`src/sv/rrs_pkg.sv`:
```
`timescale 1ns / 1ps
// ----------------------------------------------------------------------------
// rrs_pkg
// Shared widths, codes and types of the read range set: operation kinds,
// cell commands and the records passed between the cells and the control.
// ----------------------------------------------------------------------------
package rrs_pkg;

  localparam int unsigned MaxRanges = 64;
  localparam int unsigned NumW      = 32;
  localparam int unsigned KindW     = 2;
  localparam int unsigned CountW    = 7;

  localparam logic [KindW-1:0] KIND_QUERY  = 2'd0;
  localparam logic [KindW-1:0] KIND_MARK   = 2'd1;
  localparam logic [KindW-1:0] KIND_UNMARK = 2'd2;
  localparam logic [KindW-1:0] KIND_SETLOW = 2'd3;

  typedef enum logic [3:0] {
    OP_NONE,
    OP_CMP,
    OP_MERGE,
    OP_EXT_END,
    OP_EXT_START,
    OP_INSERT,
    OP_SPLIT,
    OP_DELETE,
    OP_TRIM_START,
    OP_TRIM_END,
    OP_LOW_STEP,
    OP_LOW_DONE
  } op_e;

  typedef enum logic [3:0] {
    ST_IDLE = 4'b0001,
    ST_CMP  = 4'b0010,
    ST_UPD  = 4'b0100,
    ST_LOW  = 4'b1000
  } state_e;

  typedef struct packed {
    op_e             op;
    logic [NumW-1:0] n;
    logic [NumW:0]   n_p1;
    logic [NumW-1:0] n_m1;
    logic            n_nz;
    logic [NumW-1:0] ins_s;
    logic [NumW-1:0] ins_e;
  } cmd_t;

  typedef struct packed {
    logic            v;
    logic            b;
    logic            ge;
    logic [NumW-1:0] s;
    logic [NumW-1:0] e;
  } nb_t;

  typedef struct packed {
    logic mem;
    logic left;
    logic right;
    logic rs;
    logic re;
  } flags_t;

endpackage

```
`src/sv/rrs_cell.sv`:
```
`timescale 1ns / 1ps
// ----------------------------------------------------------------------------
// rrs_cell
// One slot of the range chain: holds one range and its compare flags,
// and on each command keeps, edits or takes the range of a neighbor.
// ----------------------------------------------------------------------------
module rrs_cell (
  input  logic           clk_i,
  input  logic           rst_ni,
  input  logic           head_i,
  input  rrs_pkg::cmd_t  cmd_i,
  input  rrs_pkg::nb_t   left_i,
  input  rrs_pkg::nb_t   right_i,
  output rrs_pkg::nb_t   self_o,
  output rrs_pkg::flags_t flags_o
);
  import rrs_pkg::*;

  logic            v_q, v_d;
  logic            b_q, b_d;
  logic            ge_q, ge_d;
  logic            el_q, el_d;
  logic            sr_q, sr_d;
  logic            se_q, se_d;
  logic            ee_q, ee_d;
  logic [NumW-1:0] s_q, s_d;
  logic [NumW-1:0] e_q, e_d;
  logic            bnd;
  logic            fa;

  assign bnd = b_q & ~right_i.b;
  assign fa  = ~b_q & left_i.b;

  assign self_o = '{v: v_q, b: b_q, ge: ge_q, s: s_q, e: e_q};

  assign flags_o = '{
    mem:   bnd & ge_q,
    left:  bnd & el_q,
    right: fa & v_q & sr_q,
    rs:    bnd & se_q,
    re:    bnd & ee_q
  };

  always_comb begin
    v_d  = v_q;
    b_d  = b_q;
    ge_d = ge_q;
    el_d = el_q;
    sr_d = sr_q;
    se_d = se_q;
    ee_d = ee_q;
    s_d  = s_q;
    e_d  = e_q;
    case (cmd_i.op)
      OP_CMP: begin
        b_d  = v_q & (s_q <= cmd_i.n);
        ge_d = (e_q >= cmd_i.n);
        el_d = (e_q == cmd_i.n_m1) & cmd_i.n_nz;
        sr_d = ({1'b0, s_q} == cmd_i.n_p1);
        se_d = (s_q == cmd_i.n);
        ee_d = (e_q == cmd_i.n);
      end
      OP_MERGE: begin
        if (bnd) begin
          e_d = right_i.e;
        end else if (!b_q) begin
          v_d = right_i.v;
          s_d = right_i.s;
          e_d = right_i.e;
        end
      end
      OP_EXT_END: begin
        if (bnd) begin
          e_d = cmd_i.n;
        end
      end
      OP_EXT_START: begin
        if (fa) begin
          s_d = cmd_i.n;
        end
      end
      OP_INSERT: begin
        if (fa) begin
          v_d = 1'b1;
          s_d = cmd_i.ins_s;
          e_d = cmd_i.ins_e;
        end else if (!b_q) begin
          v_d = left_i.v;
          s_d = left_i.s;
          e_d = left_i.e;
        end
      end
      OP_SPLIT: begin
        if (bnd) begin
          e_d = cmd_i.n_m1;
        end else if (fa) begin
          v_d = 1'b1;
          s_d = cmd_i.n_p1[NumW-1:0];
          e_d = left_i.e;
        end else if (!b_q) begin
          v_d = left_i.v;
          s_d = left_i.s;
          e_d = left_i.e;
        end
      end
      OP_DELETE: begin
        if (bnd || !b_q) begin
          v_d = right_i.v;
          s_d = right_i.s;
          e_d = right_i.e;
        end
      end
      OP_TRIM_START: begin
        if (bnd) begin
          s_d = cmd_i.n_p1[NumW-1:0];
        end
      end
      OP_TRIM_END: begin
        if (bnd) begin
          e_d = cmd_i.n_m1;
        end
      end
      OP_LOW_STEP: begin
        if (head_i) begin
          e_d  = right_i.e;
          ge_d = right_i.ge;
        end else begin
          v_d  = right_i.v;
          b_d  = right_i.b;
          ge_d = right_i.ge;
          s_d  = right_i.s;
          e_d  = right_i.e;
        end
      end
      OP_LOW_DONE: begin
        if (head_i) begin
          s_d = (s_q == '0) ? '0 : NumW'(1);
          e_d = ge_q ? e_q : cmd_i.n_m1;
        end
      end
      default: begin
      end
    endcase
  end

  always_ff @(posedge clk_i or negedge rst_ni) begin
    if (!rst_ni) begin
      v_q  <= 1'b0;
      b_q  <= 1'b0;
      ge_q <= 1'b0;
      el_q <= 1'b0;
      sr_q <= 1'b0;
      se_q <= 1'b0;
      ee_q <= 1'b0;
    end else begin
      v_q  <= v_d;
      b_q  <= b_d;
      ge_q <= ge_d;
      el_q <= el_d;
      sr_q <= sr_d;
      se_q <= se_d;
      ee_q <= ee_d;
    end
  end

  always_ff @(posedge clk_i) begin
    s_q <= s_d;
    e_q <= e_d;
  end

endmodule

```
`config.mk`:
```
export PLATFORM = sky130hd
export DESIGN_NAME = rrs_cell
export DESIGN_NICKNAME = d
export VERILOG_FILES = /design/src/sv/rrs_pkg.sv /design/src/sv/rrs_cell.sv
export SDC_FILE = /design/constraint.sdc
export NUM_CORES = 1
export LEC_CHECK = 0
export ABC_AREA = 1
export BUFFER_PORTS_ARGS = -buffer_cell sky130_fd_sc_hd__buf_4
export CELL_PAD_IN_SITES_DETAIL_PLACEMENT = 0
export CELL_PAD_IN_SITES_GLOBAL_PLACEMENT = 1
export CORE_ASPECT_RATIO = 0.8
export CORE_MARGIN = 3
export CORE_UTILIZATION = 33
export DETAILED_ROUTE_END_ITERATION = 12
export PLACE_DENSITY_LB_ADDON = 0.12
export REMOVE_ABC_BUFFERS = 1
export SLEW_MARGIN = 20
export SYNTH_ARGS = -nofsm -noshare
export SYNTH_HDL_FRONTEND = slang
export SYNTH_SLANG_ARGS = --single-unit
```
`constraint.sdc`:
```
create_clock -name clk_i -period 6.4 [get_ports clk_i]
set_input_delay 0.32 -clock clk_i [delete_from_list [all_inputs] [get_ports clk_i]]
set_output_delay 0.32 -clock clk_i [all_outputs]
set_load 0.01 [all_outputs]
```
Yosys cells after proc, flatten, opt, wreduce, memory -nomap -nowiden

Index checks and enable logic that the tools add are counted.

Reduce and logical (&&, ||, !) cells: 11
Bitwise gates (word level): 12
Add/subtract/negate cells: 0
$mul: 0
Magnitude comparators: 2
Div/mod/pow operators: 0
Equal/unequal tests: 27
Muxes and demuxes: 36
Shift operators: 0

Operators by type and width:

| operator                                      | number |
|---|---|
| two-way mux 32 bit                            | 22 |
| one-hot mux 32 bit (8 select lines)           | 2 |
| == test 32 bit                                | 3 |
| == test 32 x 33 -> 1 bit                      | 1 |
| >= comparator 32 bit                          | 1 |
| <= comparator 32 bit                          | 1 |
| zero test 32 bit                              | 1 |
| inequality test 2 bit, second input constant  | 11 |
| == test 4 x 3 -> 1 bit, second input constant | 4 |
| == test 4 bit, second input constant          | 4 |
| nonzero test 8 bit                            | 2 |
| AND 1 bit                                     | 10 |
| two-way mux 1 bit                             | 9 |
| AND reduction 9 bit                           | 1 |
| == test 4 x 2 -> 1 bit, second input constant | 2 |
| AND reduction 7 bit                           | 1 |
| AND reduction 6 bit                           | 1 |
| one-hot mux 1 bit (5 select lines)            | 1 |
| nonzero test 5 bit                            | 1 |
| == test 4 x 1 -> 1 bit, second input constant | 1 |
| one-hot mux 1 bit (2 select lines)            | 2 |
| inequality test 3 bit, second input constant  | 1 |
| NOT 1 bit                                     | 2 |
| AND reduction 2 bit                           | 1 |
| other kinds (3)                               | 3 |

Bits in registers: 71
RAM bits: 0
Logic and storage cells: 97
Input port bits: 303
Latch bits: 0
Output and inout bits: 72
Bits in read-only memories: 0
Memories: 0

Depth between registers and ports, before layout

Depth after elaboration: 5
Gate-level depth with buffers: 16
Depth with buffers taken out: 16

Worst setup path before layout

OpenSTA, ideal clock, no wires.

Kind: reg-to-reg
Start point: register b_q
End point: register s_q[0], enable pin
Data required time: 5.898 ns
Stages on the path, launching flop included: 9
Clock period less this slack: 4.762 ns
Path buffers: 3
Library setup time: 0.502 ns
Data arrival time: 4.260 ns
Path slack: 1.638 ns
Cell sequence: dfrtp_1 > buf_2 > inv_2 > buf_4 > nand2_2 > inv_2 > buf_2 > o221ai_1 > nor4_1

Cells in the longest elaborated chain, start to end: 4
Elaborated cells between the ends (all ways): 12
Classes of those cells: eq/ne (6); bitwise (3); reduce/logical (3)

RTL lines:

| what                                          | line                            | text |
|---|---|---|
| from (decl)                                   | rrs_cell.sv:20                  | `logic b_q, b_d;` |
| from (signal assigned)                        | rrs_cell.sv:149                 | `b_q <= 1'b0;` |
| from (signal assigned)                        | rrs_cell.sv:157                 | `b_q <= b_d;` |
| AND 1 bit (tied with other cells)             | rrs_cell.sv:31                  | `assign bnd = b_q & ~right_i.b;` |
| logical OR 1 bit or AND 1 bit (tied branches) | rrs_cell.sv:107, rrs_cell.sv:32 |  |
| inequality test 2 bit (no source line)        | -                               |  |
| AND reduction 9 bit (no source line) *        | -                               |  |
| to (signal assigned)                          | rrs_cell.sv:167                 | `s_q <= s_d;` |
| to (decl)                                     | rrs_cell.sv:26                  | `logic [NumW-1:0] s_q, s_d;` |

Mark *: on every way between the ends. The rest lies on a longest branch, timed or not.
A chain may end at the register's enable or synchronous reset.

Worst setup path after layout

Start point: register b_q
End point: register s_q[17] (data pin)

Cells in the longest elaborated chain, start to end: 5
Elaborated cells between the ends (all ways): 7
Classes of those cells: mux (5); bitwise (2)

RTL lines:

| what                                  | line           | text |
|---|---|---|
| NOT 1 bit                             | rrs_cell.sv:32 | `assign fa = ~b_q & left_i.b;` |
| AND 1 bit                             | rrs_cell.sv:32 |  |
| two-way mux 32 bit                    | rrs_cell.sv:96 | `end else if (fa) begin` |
| two-way mux 32 bit                    | rrs_cell.sv:94 | `if (bnd) begin` |
| one-hot mux 32 bit (8 select lines) * | rrs_cell.sv:54 | `case (cmd_i.op)` |
| named net s_d[17]                     | rrs_cell.sv:26 |  |

The timed path passes the listed nets; every way through them passes the cells marked *. The select of a mux whose other input is x is not followed.

==> results.json <==
{
  "report.final.hold_viol_count": 0,
  "critical_path.endpoint_type": "flip-flop",
  "die_w_um": 181,
  "boundary_pin_count": 375,
  "tritoncts.num_buffers": 9,
  "timing.fmax_mhz": 296,
  "synth.most_common_cell": "nand2_1",
  "floorplan.die.height_um": 146,
  "row_count": 50,
  "synth_cells": 1150,
  "outcome": "completed",
  "cp.arrival_ns": 3.55,
  "timing.critical_path.cells": "inv_2 -> nand2_2 -> buf_4 -> nor2_4 -> buf_4 -> nand2_1 -> nand3_1 -> a21oi_1 -> o211ai_1",
  "start_util_pct": 34.0,
  "p_sw_mw": 0.846,
  "multi_input_comb_area_mm2": 0.00522,
  "wirelength_mm": 40.8,
  "final-seq-area_mm2": 0.00210,
  "cts-root-to-sink-buffers": 2,
  "layout.cells.non_filler": 1803,
  "grt_pass1_wl_mm": 60.3,
  "dominantRegCellSynth": "edfxtp_1",
  "synth.largest_area_cell": "edfxtp_1",
  "via_count_of_the_routed_design": 9996,
  "fin_util_pct": 47.9,
  "synth.area.top_cells": "edfxtp_1 (24%), nand2_1 (12%), ha_1 (9.9%)",
  "powerDensity_mw_per_mm2": 186,
  "synthesis.area_mm2": 0.00805,
  "fillers": 2523,
  "post-layout-total-power_mw": 2.11,
  "core_region_area_mm2": 0.0237,
  "dr.first_iter.drc_count": 781,
  "cts_tree": "yes",
  "peakVddDrop_mv": 0.109,
  "final_cell_area_excluding_filler_cells_mm2": 0.0114,
  "initial_antenna_violation_count": 2,
  "grt_pass1_vias": 9666,
  "worst_clock_skew_ns": 0.00823,
  "insertion_delay_ns": 0.35,
  "timing.critical_path.slowest_cell_delay_ns": 0.73,
  "final.min_clock_period_ns": 3.38,
  "clock_sinks": 71,
  "finalWeightedCongestion": 0.919,
  "synth-edff-count": 64,
  "cts-resized-gates": 0,
  "area_growth_syn_to_layout_pct": 41.0,
  "hold-worst-slack_ns": 0.257,
  "cts_root_buf": "clkbuf_16",
  "fin_crit_sh_pct": 52.8,
  "critical_path.startpoint_type": "flip-flop",
  "crit_path_top_delay_cell": "nor2_4",
  "min_path_type": "in2reg",
  "portBuffers": 373,
  "synth_cell_type_count": 47,
  "synthTopCellsByCount": "nand2_1 (249), inv_1 (107), a21oi_1 (102), nor2_1 (78), nand3_1 (68)",
  "numPlacedInstances": 1785,
  "async_s_r_ff_share_synth_pct": 9.86,
  "power.leakage_nw": 5.23,
  "cap_viol_max_count": 0,
  "route.antenna.remaining_nets": 0,
  "internal_power_mw": 1.27,
  "required_ns": 6.57,
  "finish.net_count": 1852,
  "rsz0062_at_grt": "false",
  "hpwl_mm": 31.0,
  "grt_start_max_net_pins": 74,
  "timing.slew.headroom_pct": 29.9,
  "yosysWarningCount": 0,
  "drt-pass1-iter-count": 5,
  "cts.reportedPaths.clkPinSlew_ns": 0.07,
  "setup-violations-final": 0,
  "clock_network_fraction_of_total_power_pct": 24.6,
  "timing.final.max_slew_violations": 0,
  "comb_power_share_pct": 42.8,
  "wl_per_cell_um": 22.7,
  "critical-path-top-cell-by-count": "buf_4",
  "synth-seq-area-share_pct": 26.0,
  "worstPathMaxFanout": 39,
  "detail_route.vias_per_cell": 5.54,
  "switching_share_pct": 40.0,
  "detail_route.drc_violations": 0,
  "setup.worst_path.class": "reg2reg",
  "fp.dieArea_mm2": 0.0263,
  "syn_avg_cell_area_um2": 7.00,
  "ctsHtreeMaxLevel": 3,
  "synth.ff_latch_count": 71,
  "cts_setup_buffers": 0,
  "postPlaceCellArea_mm2": 0.0111,
  "synth_top_area_share_pct": 23.9,
  "p_seq_share_pct": 32.6,
  "worst-slew-pin-transition_ns": 1.05,
  "layout_cells_sized_above_1_pct": 29.8,
  "grt_overflow": 0,
  "grt_use_total_pct": 29.5
}
## final timing paths
check | startpoint | to | slack [ns] | depth (start not counted)
setup / recovery | b_q | s_q[17] | 3.02 | 9
hold / removal | right_i[40] | s_q[8] | 0.26 | 3
setup reg to reg | b_q | s_q[17] | 3.02 | 9
hold reg to reg | ee_q | ee_q | 0.49 | 2
max in group asynchronous | rst_ni | b_q | 5.89 | 2
min in group asynchronous | rst_ni | ge_q | 0.36 | 2
## cell usage in the layout (no fill, tap or decap), types with 4 or more instances in the layout
| cell type | synthesis | final |
|---|---|---|
| nand2_1 | 249 | 249 |
| a21oi_1 | 102 | 102 |
| nor2_2 | 4 | 5 |
| o21ai_1 | 21 | 21 |
| edfxtp_1 | 64 | 64 |
| o311ai_1 | 5 | 5 |
| a31oi_1 | 23 | 23 |
| o21ai_0 | 64 | 64 |
| nor4_1 | 13 | 12 |
| xor2_1 | 13 | 13 |
| o211ai_1 | 48 | 48 |
| or2_0 | 4 | 4 |
| nand4_1 | 10 | 10 |
| dfrtp_1 | 7 | 6 |
| o2111ai_1 | 41 | 41 |
| nor2_1 | 78 | 77 |
| o22ai_1 | 11 | 11 |
| inv_1 | 107 | 107 |
| nor3_1 | 11 | 10 |
| nor2_4 | 5 | 5 |
| a211oi_1 | 7 | 7 |
| o22a_1 | 9 | 9 |
| inv_2 | 16 | 16 |
| nand3_1 | 68 | 68 |
| or2_2 | 11 | 11 |
| clkbuf_16 | 0 | 9 |
| xnor2_1 | 10 | 10 |
| ha_1 | 64 | 64 |
| buf_4 | 6 | 384 |
## final cells by class
class | count | area share (%)
Antenna cell | 2 | 0.0441
Clock buffer | 11 | 2.05
Clock inverter | 4 | 0.419
Inverter | 123 | 4.07
Multi-Input combinational cell | 895 | 46.0
Sequential cell | 71 | 18.5
Tap cell | 312 | 3.44
Timing Repair Buffer | 385 | 25.5
## sequential cells by signal, indices dropped and copies added (netlist names)
register / cells
b_q: 1
e_q: 32
ge_q: 1
ee_q: 1
sr_q: 1
s_q: 32
v_q: 1
se_q: 1
el_q: 1
## metrics by stage
step / TNS, ns / worst slack (ns)
after global routing: 0 / 2.89
after detailed placement: 0 / 3.04
after CTS: 0 / 3.04
after global placement: 0 / 3.08
after floorplan: -11.64 / -0.364
final: 0 / 3.02
## logic make-up after synthesis
group	count (synthesis)	share of synthesized area, %
simple gates	460	24.9
compound gates	347	27.2
buf+inv	184	9.29
flops	71	26.0
fa+ha+maj	64	9.95
xor+xnor	23	2.50
mux	1	0.124
## metal layers
metal  wire length [um]  share of wire (%)  up-vias  global-route usage [%]
met5                  0                  0        -                       0
met2              18500                 45      540                    47.2
met3               3720                9.1       36                    5.95
met1              18000                 44     4635                    41.3
met4                650                1.6        0                    6.48
li1                   -                  -     4785                       -
## what timing repair did
action,4_1_cts,5_1_grt
endpoints found under the setup margin,0,0
hold buffers,1,0
endpoints found under the hold margin,7,0
## power groups by stage
stage / combinational, mW / clock, mW / sequential [mW]
after floorplan: 0.417 / 0 / 0.709
after global placement: 0.891 / 0 / 0.697
after detailed placement: 0.900 / 0 / 0.698
after CTS: 0.905 / 0.531 / 0.688
after global routing: 1.00 / 0.545 / 0.699
final: 0.906 / 0.520 / 0.689
## worst max-delay path: cells and delay by family (launching register included)
kind | cells | cell delay (ns)
buffers and inverters | 3 | 1.28
and+or+nand+nor | 4 | 1.06
AOI/OAI and AO/OA | 2 | 0.17
DFF | 1 | 0.67
Note: power is estimated with default switching activity, not from simulation.
